## config.mk

```make
export PLATFORM = sky130hd
export DESIGN_NAME = scancode_to_ascii_fifo
export DESIGN_NICKNAME = d
export VERILOG_FILES = /design/src/rtl/sc2a_pkg.sv /design/src/rtl/sc2a_ram.sv /design/src/rtl/sc2a_decode.sv /design/src/rtl/scancode_to_ascii_fifo.sv
export SDC_FILE = /design/constraint.sdc
export NUM_CORES = 1
export LEC_CHECK = 0
export BUFFER_PORTS_ARGS = -buffer_cell sky130_fd_sc_hd__buf_2
export CAP_MARGIN = 5
export CORE_MARGIN = 2
export CORE_UTILIZATION = 50
export DETAILED_ROUTE_END_ITERATION = 7
export PLACE_DENSITY = 0.66
export SLEW_MARGIN = 20
export SYNTH_ARGS = -nofsm -noshare
export SYNTH_HDL_FRONTEND = slang
export SYNTH_SLANG_ARGS = --single-unit
```

## constraint.sdc

```tcl
create_clock -name clk -period 4.9 [get_ports clk]
set_input_delay 0.245 -clock clk [delete_from_list [all_inputs] [get_ports clk]]
set_output_delay 0.245 -clock clk [all_outputs]
set_load 0.05 [all_outputs]
```

## src/rtl/sc2a_pkg.sv

```systemverilog
package sc2a_pkg;

	// default character ring depth (one slot stays empty)
	localparam int DEF_FIFO_DEPTH = 64;

	localparam int SCAN_W = 8;
	localparam int CHAR_W = 7;

	// item kinds carried in s_tuser
	localparam logic MODE_SCAN = 1'b0;
	localparam logic MODE_READ = 1'b1;

	// scan code set 1 values
	localparam int          REL_BIT   = 7;
	localparam logic [6:0]  CODE_MASK = 7'h7F;
	localparam logic [6:0]  SC_LSHIFT = 7'h2A;
	localparam logic [6:0]  SC_RSHIFT = 7'h36;
	localparam logic [6:0]  SC_CTRL   = 7'h1D;

	// ASCII letter bounds and control-code offsets
	localparam logic [6:0] CH_LOW_A  = 7'h61;
	localparam logic [6:0] CH_LOW_Z  = 7'h7A;
	localparam logic [6:0] CH_UP_A   = 7'h41;
	localparam logic [6:0] CH_UP_Z   = 7'h5A;
	localparam logic [6:0] CTRL_LOW  = 7'h60;
	localparam logic [6:0] CTRL_UP   = 7'h40;

	// decoder to ring: one character to push
	typedef struct packed {
		logic              push;
		logic [CHAR_W-1:0] ch;
	} push_t;

	// US layout, unshifted
	function automatic logic [CHAR_W-1:0] plain_char(input logic [6:0] code);
		logic [CHAR_W-1:0] c;
		case (code)
			7'd1:  c = 7'h1B;
			7'd2:  c = 7'h31;
			7'd3:  c = 7'h32;
			7'd4:  c = 7'h33;
			7'd5:  c = 7'h34;
			7'd6:  c = 7'h35;
			7'd7:  c = 7'h36;
			7'd8:  c = 7'h37;
			7'd9:  c = 7'h38;
			7'd10: c = 7'h39;
			7'd11: c = 7'h30;
			7'd12: c = 7'h2D;
			7'd13: c = 7'h3D;
			7'd14: c = 7'h08;
			7'd15: c = 7'h09;
			7'd16: c = 7'h71;
			7'd17: c = 7'h77;
			7'd18: c = 7'h65;
			7'd19: c = 7'h72;
			7'd20: c = 7'h74;
			7'd21: c = 7'h79;
			7'd22: c = 7'h75;
			7'd23: c = 7'h69;
			7'd24: c = 7'h6F;
			7'd25: c = 7'h70;
			7'd26: c = 7'h5B;
			7'd27: c = 7'h5D;
			7'd28: c = 7'h0A;
			7'd30: c = 7'h61;
			7'd31: c = 7'h73;
			7'd32: c = 7'h64;
			7'd33: c = 7'h66;
			7'd34: c = 7'h67;
			7'd35: c = 7'h68;
			7'd36: c = 7'h6A;
			7'd37: c = 7'h6B;
			7'd38: c = 7'h6C;
			7'd39: c = 7'h3B;
			7'd40: c = 7'h27;
			7'd41: c = 7'h60;
			7'd43: c = 7'h5C;
			7'd44: c = 7'h7A;
			7'd45: c = 7'h78;
			7'd46: c = 7'h63;
			7'd47: c = 7'h76;
			7'd48: c = 7'h62;
			7'd49: c = 7'h6E;
			7'd50: c = 7'h6D;
			7'd51: c = 7'h2C;
			7'd52: c = 7'h2E;
			7'd53: c = 7'h2F;
			7'd55: c = 7'h2A;
			7'd57: c = 7'h20;
			default: c = '0;
		endcase
		return c;
	endfunction

	// US layout, shifted
	function automatic logic [CHAR_W-1:0] shift_char(input logic [6:0] code);
		logic [CHAR_W-1:0] c;
		case (code)
			7'd1:  c = 7'h1B;
			7'd2:  c = 7'h21;
			7'd3:  c = 7'h40;
			7'd4:  c = 7'h23;
			7'd5:  c = 7'h24;
			7'd6:  c = 7'h25;
			7'd7:  c = 7'h5E;
			7'd8:  c = 7'h26;
			7'd9:  c = 7'h2A;
			7'd10: c = 7'h28;
			7'd11: c = 7'h29;
			7'd12: c = 7'h5F;
			7'd13: c = 7'h2B;
			7'd14: c = 7'h08;
			7'd15: c = 7'h09;
			7'd16: c = 7'h51;
			7'd17: c = 7'h57;
			7'd18: c = 7'h45;
			7'd19: c = 7'h52;
			7'd20: c = 7'h54;
			7'd21: c = 7'h59;
			7'd22: c = 7'h55;
			7'd23: c = 7'h49;
			7'd24: c = 7'h4F;
			7'd25: c = 7'h50;
			7'd26: c = 7'h7B;
			7'd27: c = 7'h7D;
			7'd28: c = 7'h0A;
			7'd30: c = 7'h41;
			7'd31: c = 7'h53;
			7'd32: c = 7'h44;
			7'd33: c = 7'h46;
			7'd34: c = 7'h47;
			7'd35: c = 7'h48;
			7'd36: c = 7'h4A;
			7'd37: c = 7'h4B;
			7'd38: c = 7'h4C;
			7'd39: c = 7'h3A;
			7'd40: c = 7'h22;
			7'd41: c = 7'h7E;
			7'd43: c = 7'h7C;
			7'd44: c = 7'h5A;
			7'd45: c = 7'h58;
			7'd46: c = 7'h43;
			7'd47: c = 7'h56;
			7'd48: c = 7'h42;
			7'd49: c = 7'h4E;
			7'd50: c = 7'h4D;
			7'd51: c = 7'h3C;
			7'd52: c = 7'h3E;
			7'd53: c = 7'h3F;
			7'd55: c = 7'h2A;
			7'd57: c = 7'h20;
			default: c = '0;
		endcase
		return c;
	endfunction

endpackage

```

## src/rtl/sc2a_ram.sv

```systemverilog
module sc2a_ram #(
	parameter int WIDTH = 8,
	parameter int DEPTH = 64
) (
	input  logic                     clk,
	input  logic                     wr_en,
	input  logic [$clog2(DEPTH)-1:0] wr_addr,
	input  logic [WIDTH-1:0]         wr_data,
	input  logic                     rd_en,
	input  logic [$clog2(DEPTH)-1:0] rd_addr,
	output logic [WIDTH-1:0]         rd_data
);

	logic [WIDTH-1:0] mem_q [DEPTH];

	// one write port, one registered read port
	always_ff @(posedge clk) begin
		if (wr_en) begin
			mem_q[wr_addr] <= wr_data;
		end
		if (rd_en) begin
			rd_data <= mem_q[rd_addr];
		end
	end

endmodule

```

## src/rtl/sc2a_decode.sv

```systemverilog
module sc2a_decode
	import sc2a_pkg::*;
(
	input  logic              clk,
	input  logic              arst_n,
	input  logic              scan_beat,
	input  logic [SCAN_W-1:0] scan_byte,
	output push_t             push
);

	logic              shift_q;
	logic              ctrl_q;
	logic [6:0]        code;
	logic              is_rel;
	logic              is_shift;
	logic              is_ctrl;
	logic [CHAR_W-1:0] base_ch;
	logic [CHAR_W-1:0] ch;

	assign code     = scan_byte[6:0] & CODE_MASK;
	assign is_rel   = scan_byte[REL_BIT];
	assign is_shift = (code == SC_LSHIFT) || (code == SC_RSHIFT);
	assign is_ctrl  = (code == SC_CTRL);

	// modifier flags
	always_ff @(posedge clk or negedge arst_n) begin
		if (!arst_n) begin
			shift_q <= 1'b0;
			ctrl_q  <= 1'b0;
		end else if (scan_beat) begin
			if (is_shift) begin
				shift_q <= !is_rel;
			end else if (is_ctrl) begin
				ctrl_q <= !is_rel;
			end
		end
	end

	// layout lookup, shifted entry falls back to plain, ctrl folds letters
	always_comb begin
		base_ch = shift_q ? shift_char(code) : plain_char(code);
		if (base_ch == '0) begin
			base_ch = plain_char(code);
		end
		ch = base_ch;
		if (ctrl_q) begin
			if (base_ch inside {[CH_LOW_A:CH_LOW_Z]}) begin
				ch = base_ch - CTRL_LOW;
			end else if (base_ch inside {[CH_UP_A:CH_UP_Z]}) begin
				ch = base_ch - CTRL_UP;
			end
		end
	end

	assign push.push = scan_beat && !is_rel && !is_shift && !is_ctrl && (ch != '0);
	assign push.ch   = ch;

endmodule

```

## src/rtl/scancode_to_ascii_fifo.sv

```systemverilog
// channel   dir  tdata                    tuser          notes
// s_axis    in   [7:0] scan_byte          [0] mode       mode 1 = read request
// m_axis    out  [6:0] character, [7] 0   [0] empty_res  one beat per read
//
// One item per cycle in, scan bytes and reads back to back, while s_tready is high.
// A read result passes the registered RAM read, then the output register.
// Reset clears the ring pointers, modifier flags and valid bits; the
// character RAM keeps no reset value.
// Output stall backs up into the read stage and then drops s_tready.
module scancode_to_ascii_fifo
	import sc2a_pkg::*;
#(
	parameter int FIFO_DEPTH = DEF_FIFO_DEPTH
) (
	input  logic       clk,
	input  logic       arst_n,
	input  logic       s_tvalid,
	output logic       s_tready,
	input  logic [7:0] s_tdata,  // [7:0] scan_byte
	input  logic [0:0] s_tuser,  // [0] mode
	output logic       m_tvalid,
	input  logic       m_tready,
	output logic [7:0] m_tdata,  // [6:0] character, [7] zero
	output logic [0:0] m_tuser   // [0] empty_res
);

	localparam int ADDR_W = $clog2(FIFO_DEPTH);
	localparam logic [ADDR_W-1:0] LAST_IDX = ADDR_W'(FIFO_DEPTH - 1);

	logic              accept;
	logic              scan_beat;
	logic              read_beat;
	push_t             dec_push;
	logic [ADDR_W-1:0] wr_q;
	logic [ADDR_W-1:0] rd_q;
	logic [ADDR_W-1:0] wr_next;
	logic [ADDR_W-1:0] rd_next;
	logic              not_empty;
	logic              wr_en;
	logic              rd_en;
	logic [CHAR_W-1:0] ram_dout;
	logic              valid_s1;
	logic              empty_s1;
	logic              out_valid_q;
	logic [CHAR_W-1:0] out_char_q;
	logic              out_empty_q;
	logic              advance;

	// input handshake
	assign advance   = !out_valid_q || m_tready;
	assign s_tready  = !(valid_s1 && !advance);
	assign accept    = s_tvalid && s_tready;
	assign scan_beat = accept && (s_tuser[0] == MODE_SCAN);
	assign read_beat = accept && (s_tuser[0] == MODE_READ);

	sc2a_decode u_decode (
		.clk       (clk),
		.arst_n    (arst_n),
		.scan_beat (scan_beat),
		.scan_byte (s_tdata),
		.push      (dec_push)
	);

	// ring pointers; one slot stays empty to tell full from empty
	assign wr_next   = (wr_q == LAST_IDX) ? '0 : wr_q + 1'b1;
	assign rd_next   = (rd_q == LAST_IDX) ? '0 : rd_q + 1'b1;
	assign not_empty = (rd_q != wr_q);
	assign wr_en     = dec_push.push && (wr_next != rd_q);
	assign rd_en     = read_beat && not_empty;

	always_ff @(posedge clk or negedge arst_n) begin
		if (!arst_n) begin
			wr_q <= '0;
			rd_q <= '0;
		end else begin
			if (wr_en) begin
				wr_q <= wr_next;
			end
			if (rd_en) begin
				rd_q <= rd_next;
			end
		end
	end

	// read slot holds only committed entries, so no forwarding is needed
	sc2a_ram #(
		.WIDTH (CHAR_W),
		.DEPTH (FIFO_DEPTH)
	) u_ram (
		.clk     (clk),
		.wr_en   (wr_en),
		.wr_addr (wr_q),
		.wr_data (dec_push.ch),
		.rd_en   (rd_en),
		.rd_addr (rd_q),
		.rd_data (ram_dout)
	);

	// read stage: waits for RAM data
	always_ff @(posedge clk or negedge arst_n) begin
		if (!arst_n) begin
			valid_s1 <= 1'b0;
		end else if (s_tready) begin
			valid_s1 <= read_beat;
		end
	end

	always_ff @(posedge clk) begin
		if (read_beat) begin
			empty_s1 <= !not_empty;
		end
	end

	// output register
	always_ff @(posedge clk or negedge arst_n) begin
		if (!arst_n) begin
			out_valid_q <= 1'b0;
		end else if (advance) begin
			out_valid_q <= valid_s1;
		end
	end

	always_ff @(posedge clk) begin
		if (advance && valid_s1) begin
			out_char_q  <= empty_s1 ? '0 : ram_dout;
			out_empty_q <= empty_s1;
		end
	end

	assign m_tvalid = out_valid_q;
	assign m_tdata  = {1'b0, out_char_q};
	assign m_tuser  = out_empty_q;

endmodule

```

==> reports/results.tsv <==
metric	value	unit
wire_per_inst	27.5	µm
power.switching_fraction	0.310	
overflow_after_grt	0	
detail-route-antenna-nets	0	
post_synth.cell_area_avg	18.5	µm²
ys_warn_count	0	
vias	11195	
cp_peak_stage_delay	530	ps
die_y_extent	208	µm
gate_count_of_the_mapped_netlist	1124	
route.detailed.drc	0	
multiInputGateArea	0.00688	mm²
drt_pass1_iterations	5	
syn-cell-area	0.0208	mm²
p_per_area	507	mW/mm²
async_reset_ff_frac	0.0333	
tritoncts_buffer_count	48	
cts_tree	yes	
coreArea	0.0410	mm²
max_cap_violations	0	
timing.reg2reg.setup_slack	510	ps
diodes_inserted	0	
finalHoldViolations	0	
cpMaxStageDelayCell	dfrtp_1	
compound_gate_fraction_of_synth_area	0.0466	
clkPwrFrac	0.296	
clk_root_buffer_cell	clkbuf_16	
p_sw	3.81	mW
critPathTopFamily	simple AND/OR/NAND/NOR gates	
h-tree-depth	2	
worst_setup_path_category	reg2reg	
holdBufCountCts	5	
maxUsedRoutingLayer	met4	
clk-insertion-delay-late	590	ps
port-buffer-count	22	
post_synth_and_or_nand_nor_area_fraction	0.0593	
worst_ir_drop_vdd	425	µV
timing.critical_path.buf_inv	3	
yosysSeqAreaShare	0.688	
final_max_slew_viol_count	0	
drt-initial-drc-count	1132	
cts.clk_slew.worst_paths	60	ps
dieWidth	208	µm
worstSetupEndpointType	register	
detail_route.wirelength.met1	21.0	mm
number_of_flip_flops_and_latches_in_the_synthesized_netlist	480	
finalClockSkew	16.4	ps
grt_use_total	0.231	
detailedPlacementHpwl	30.1	mm
fmax	228	MHz
setup.worst_path.start_class	register	
max-slew-margin-rel	0.284	
outcome	finished clean	
grt_setup_unrepaired	false	
cts_setup_buffers	0	
crit_path_cell_trace	nor2b_1, o41ai_1, a31oi_1, a32oi_2, o211a_1, nand2b_4, o31ai_2, inv_1, ha_2, o221ai_1, nor4b_1, o22ai_1, o211a_1, nor3_4, o21ai_4, buf_12, buf_4, nor3_4	
worst_ep_arrival_time	4620	ps
initial_utilization	0.508	
final.fill_count	2975	
fin_tns_setup	0	ps
num_io_pins	24	
period_minus_slack	4390	ps
final-seq-area	0.0143	mm²
routabilityCongestion	0.936	
synth_fa_ha_area_frac	0.00960	
max-clock-path-buffers	3	
power.static_leakage	8.24	nW
grt_pass1_wl	74.0	mm
wl_met3	3.57	mm
met2WireLength	22.8	mm
ys_dominant_reg_cell	edfxtp_1	
finalNetCount	1217	
detail_route.vias_per_cell	6.38	
comb_power_share	0.298	
finalSetupViolations	0	
power.internal	8.48	mW
final.period_utilization	0.896	
post_synth_xor_area_fraction	0.00672	
synthMuxAreaShare	0.169	
cts_resized	0	
clock_sinks	480	
drive_above_1_share	0.333	
seq_power_share	0.407	
cp_data_required_time	5130	ps
synth_edf_count	464	
number_of_global_route_vias_before_repair	11173	
hold_ws	127	ps
synth.distinct_cells	84	
areaGrowthSynthToFinish	16.3	%
hp-class	in2async	
worstPathMaxFanout	17	
dieArea	0.0433	mm²
drt_wl_total	48.3	mm
grt_antenna_before_repair	0	
grt_max_degree	75	
tightestPinTransition	1070	ps
largest_family_of_logic_cells_by_synthesized_area	multiplexers	
synth_net_count	1153	
rows	74	
==> worst paths after layout <==
kind                                              startpoint                            to  cells after the start
worst min-delay path                                  arst_n   u_decode.ctrl_q$_DFFE_PN0P_                      2
worst max-delay path            u_decode.shift_q$_DFFE_PN0P_  u_ram.mem_q[41][3]$_DFFE_PP_                     18
max in group asynchronous                             arst_n           rd_q[1]$_DFFE_PN0P_                      2
worst min register to register          valid_s1$_DFFE_PN0N_          m_tvalid$_DFFE_PN0P_                      1
worst max register to register  u_decode.shift_q$_DFFE_PN0P_  u_ram.mem_q[41][3]$_DFFE_PP_                     18
min in group clk                                  s_tdata[4]  u_decode.shift_q$_DFFE_PN0P_                      5
==> flip-flops by register name, summed over array words and instances, names as in the netlist <==
register,flops
empty_s1,1
m_tuser,1
m_tvalid,1
out_char_q,7
rd_q,6
u_decode.ctrl_q,1
u_decode.shift_q,1
u_ram.mem_q,448
u_ram.rd_data,7
valid_s1,1
wr_q,6
==> through the flow <==
step / total power, mW / cells / setup WS, ps / util / cell area, µm²
floorplan: 7.55 / 1124 / -442 / - / 21600
global placement: 8.74 / 1665 / 201 / 0.552 / 22600
detailed placement: 8.76 / 1665 / 169 / 0.552 / 22600
CTS: 12.4 / 1756 / 540 / 0.591 / 24200
global route: 12.7 / 1756 / 191 / 0.591 / 24200
finish: 12.3 / 1756 / 510 / 0.591 / 24200
==> placed cells by master (no fill, tap or decap), drive strengths merged, types with 7 or more instances in the layout <==
cell type,instances
nand2,34
mux2i,9
a21oi,18
buf,85
o21ai,20
or3,8
xor2,7
xnor2,9
dfrtp,16
edfxtp,464
nand2b,15
or2,10
and3,9
inv,22
clkbuf,57
mux2,7
nor2,21
clkinv,21
a31oi,8
nor3,70
nand3,14
o31ai,7
mux4,149
nor2b,17
ha,16
==> power groups by stage <==
stage,Clock (mW),Combinational [mW],Sequential [mW]
2_1_floorplan,0,2.64,4.91
3_3_place_gp,0,3.65,5.09
3_5_place_dp,0,3.67,5.09
4_1_cts,3.68,3.68,5.00
5_1_grt,3.86,3.84,5.03
6_report,3.63,3.65,5.00
==> synthesized netlist by cell type, types with 4 or more instances <==
cell type	instances	area share
nand2b_1	14	0.0042
mux4_2	149	0.16
o211ai_1	6	0.0022
nand2_1	34	0.0061
o31ai_1	7	0.0025
xor2_1	7	0.0029
and3_1	8	0.0024
nand3b_1	5	0.0018
a211oi_1	4	0.0014
edfxtp_1	464	0.67
a21oi_1	17	0.0041
buf_1	20	0.0036
or2_1	5	0.0015
o21ai_1	6	0.0014
buf_2	13	0.0031
nor4_1	4	0.0012
o21a_1	4	0.0014
o21ai_0	13	0.0031
ha_1	16	0.0096
or3_1	8	0.0024
buf_4	6	0.0022
mux2_2	4	0.0022
mux2i_1	9	0.0043
and2_1	5	0.0015
a31oi_1	8	0.0024
nand3_1	14	0.0034
nor3b_1	4	0.0014
clkbuf_1	32	0.0058
inv_1	16	0.0029
nor2b_1	17	0.0051
nor2_1	21	0.0038
a221oi_1	4	0.0017
dfrtp_1	16	0.019
xnor2_1	9	0.0038
buf_6	5	0.0027
nor3_1	67	0.016
nand4_1	5	0.0015
==> area by class of cell <==
cell class,count,share of cell area
flip-flops and latches,480,0.591
multi-input cells,549,0.284
clock buffers,57,0.0518
repair buffers,90,0.0302
well taps,532,0.0275
clock inverters,29,0.0123
inverters,19,0.00325
==> cell families (layout without fill, tap and decap cells) <==
group,Yosys count,count (layout)
xor gates and xnor gates,16,16
other,1,1
adders and majority gates,16,16
buffers and inverters,95,195
DFF,480,480
AOI/OAI and AO/OA,124,124
muxes,165,165
and+or+nand+nor,227,227
==> layer usage <==
metal  GRT usage  up-vias
met3      0.0344       63
met4      0.0620        0
met2       0.356      474
met5           0        -
li1            -     4824
met1       0.351     5834
(Power assumes the default switching activity.)
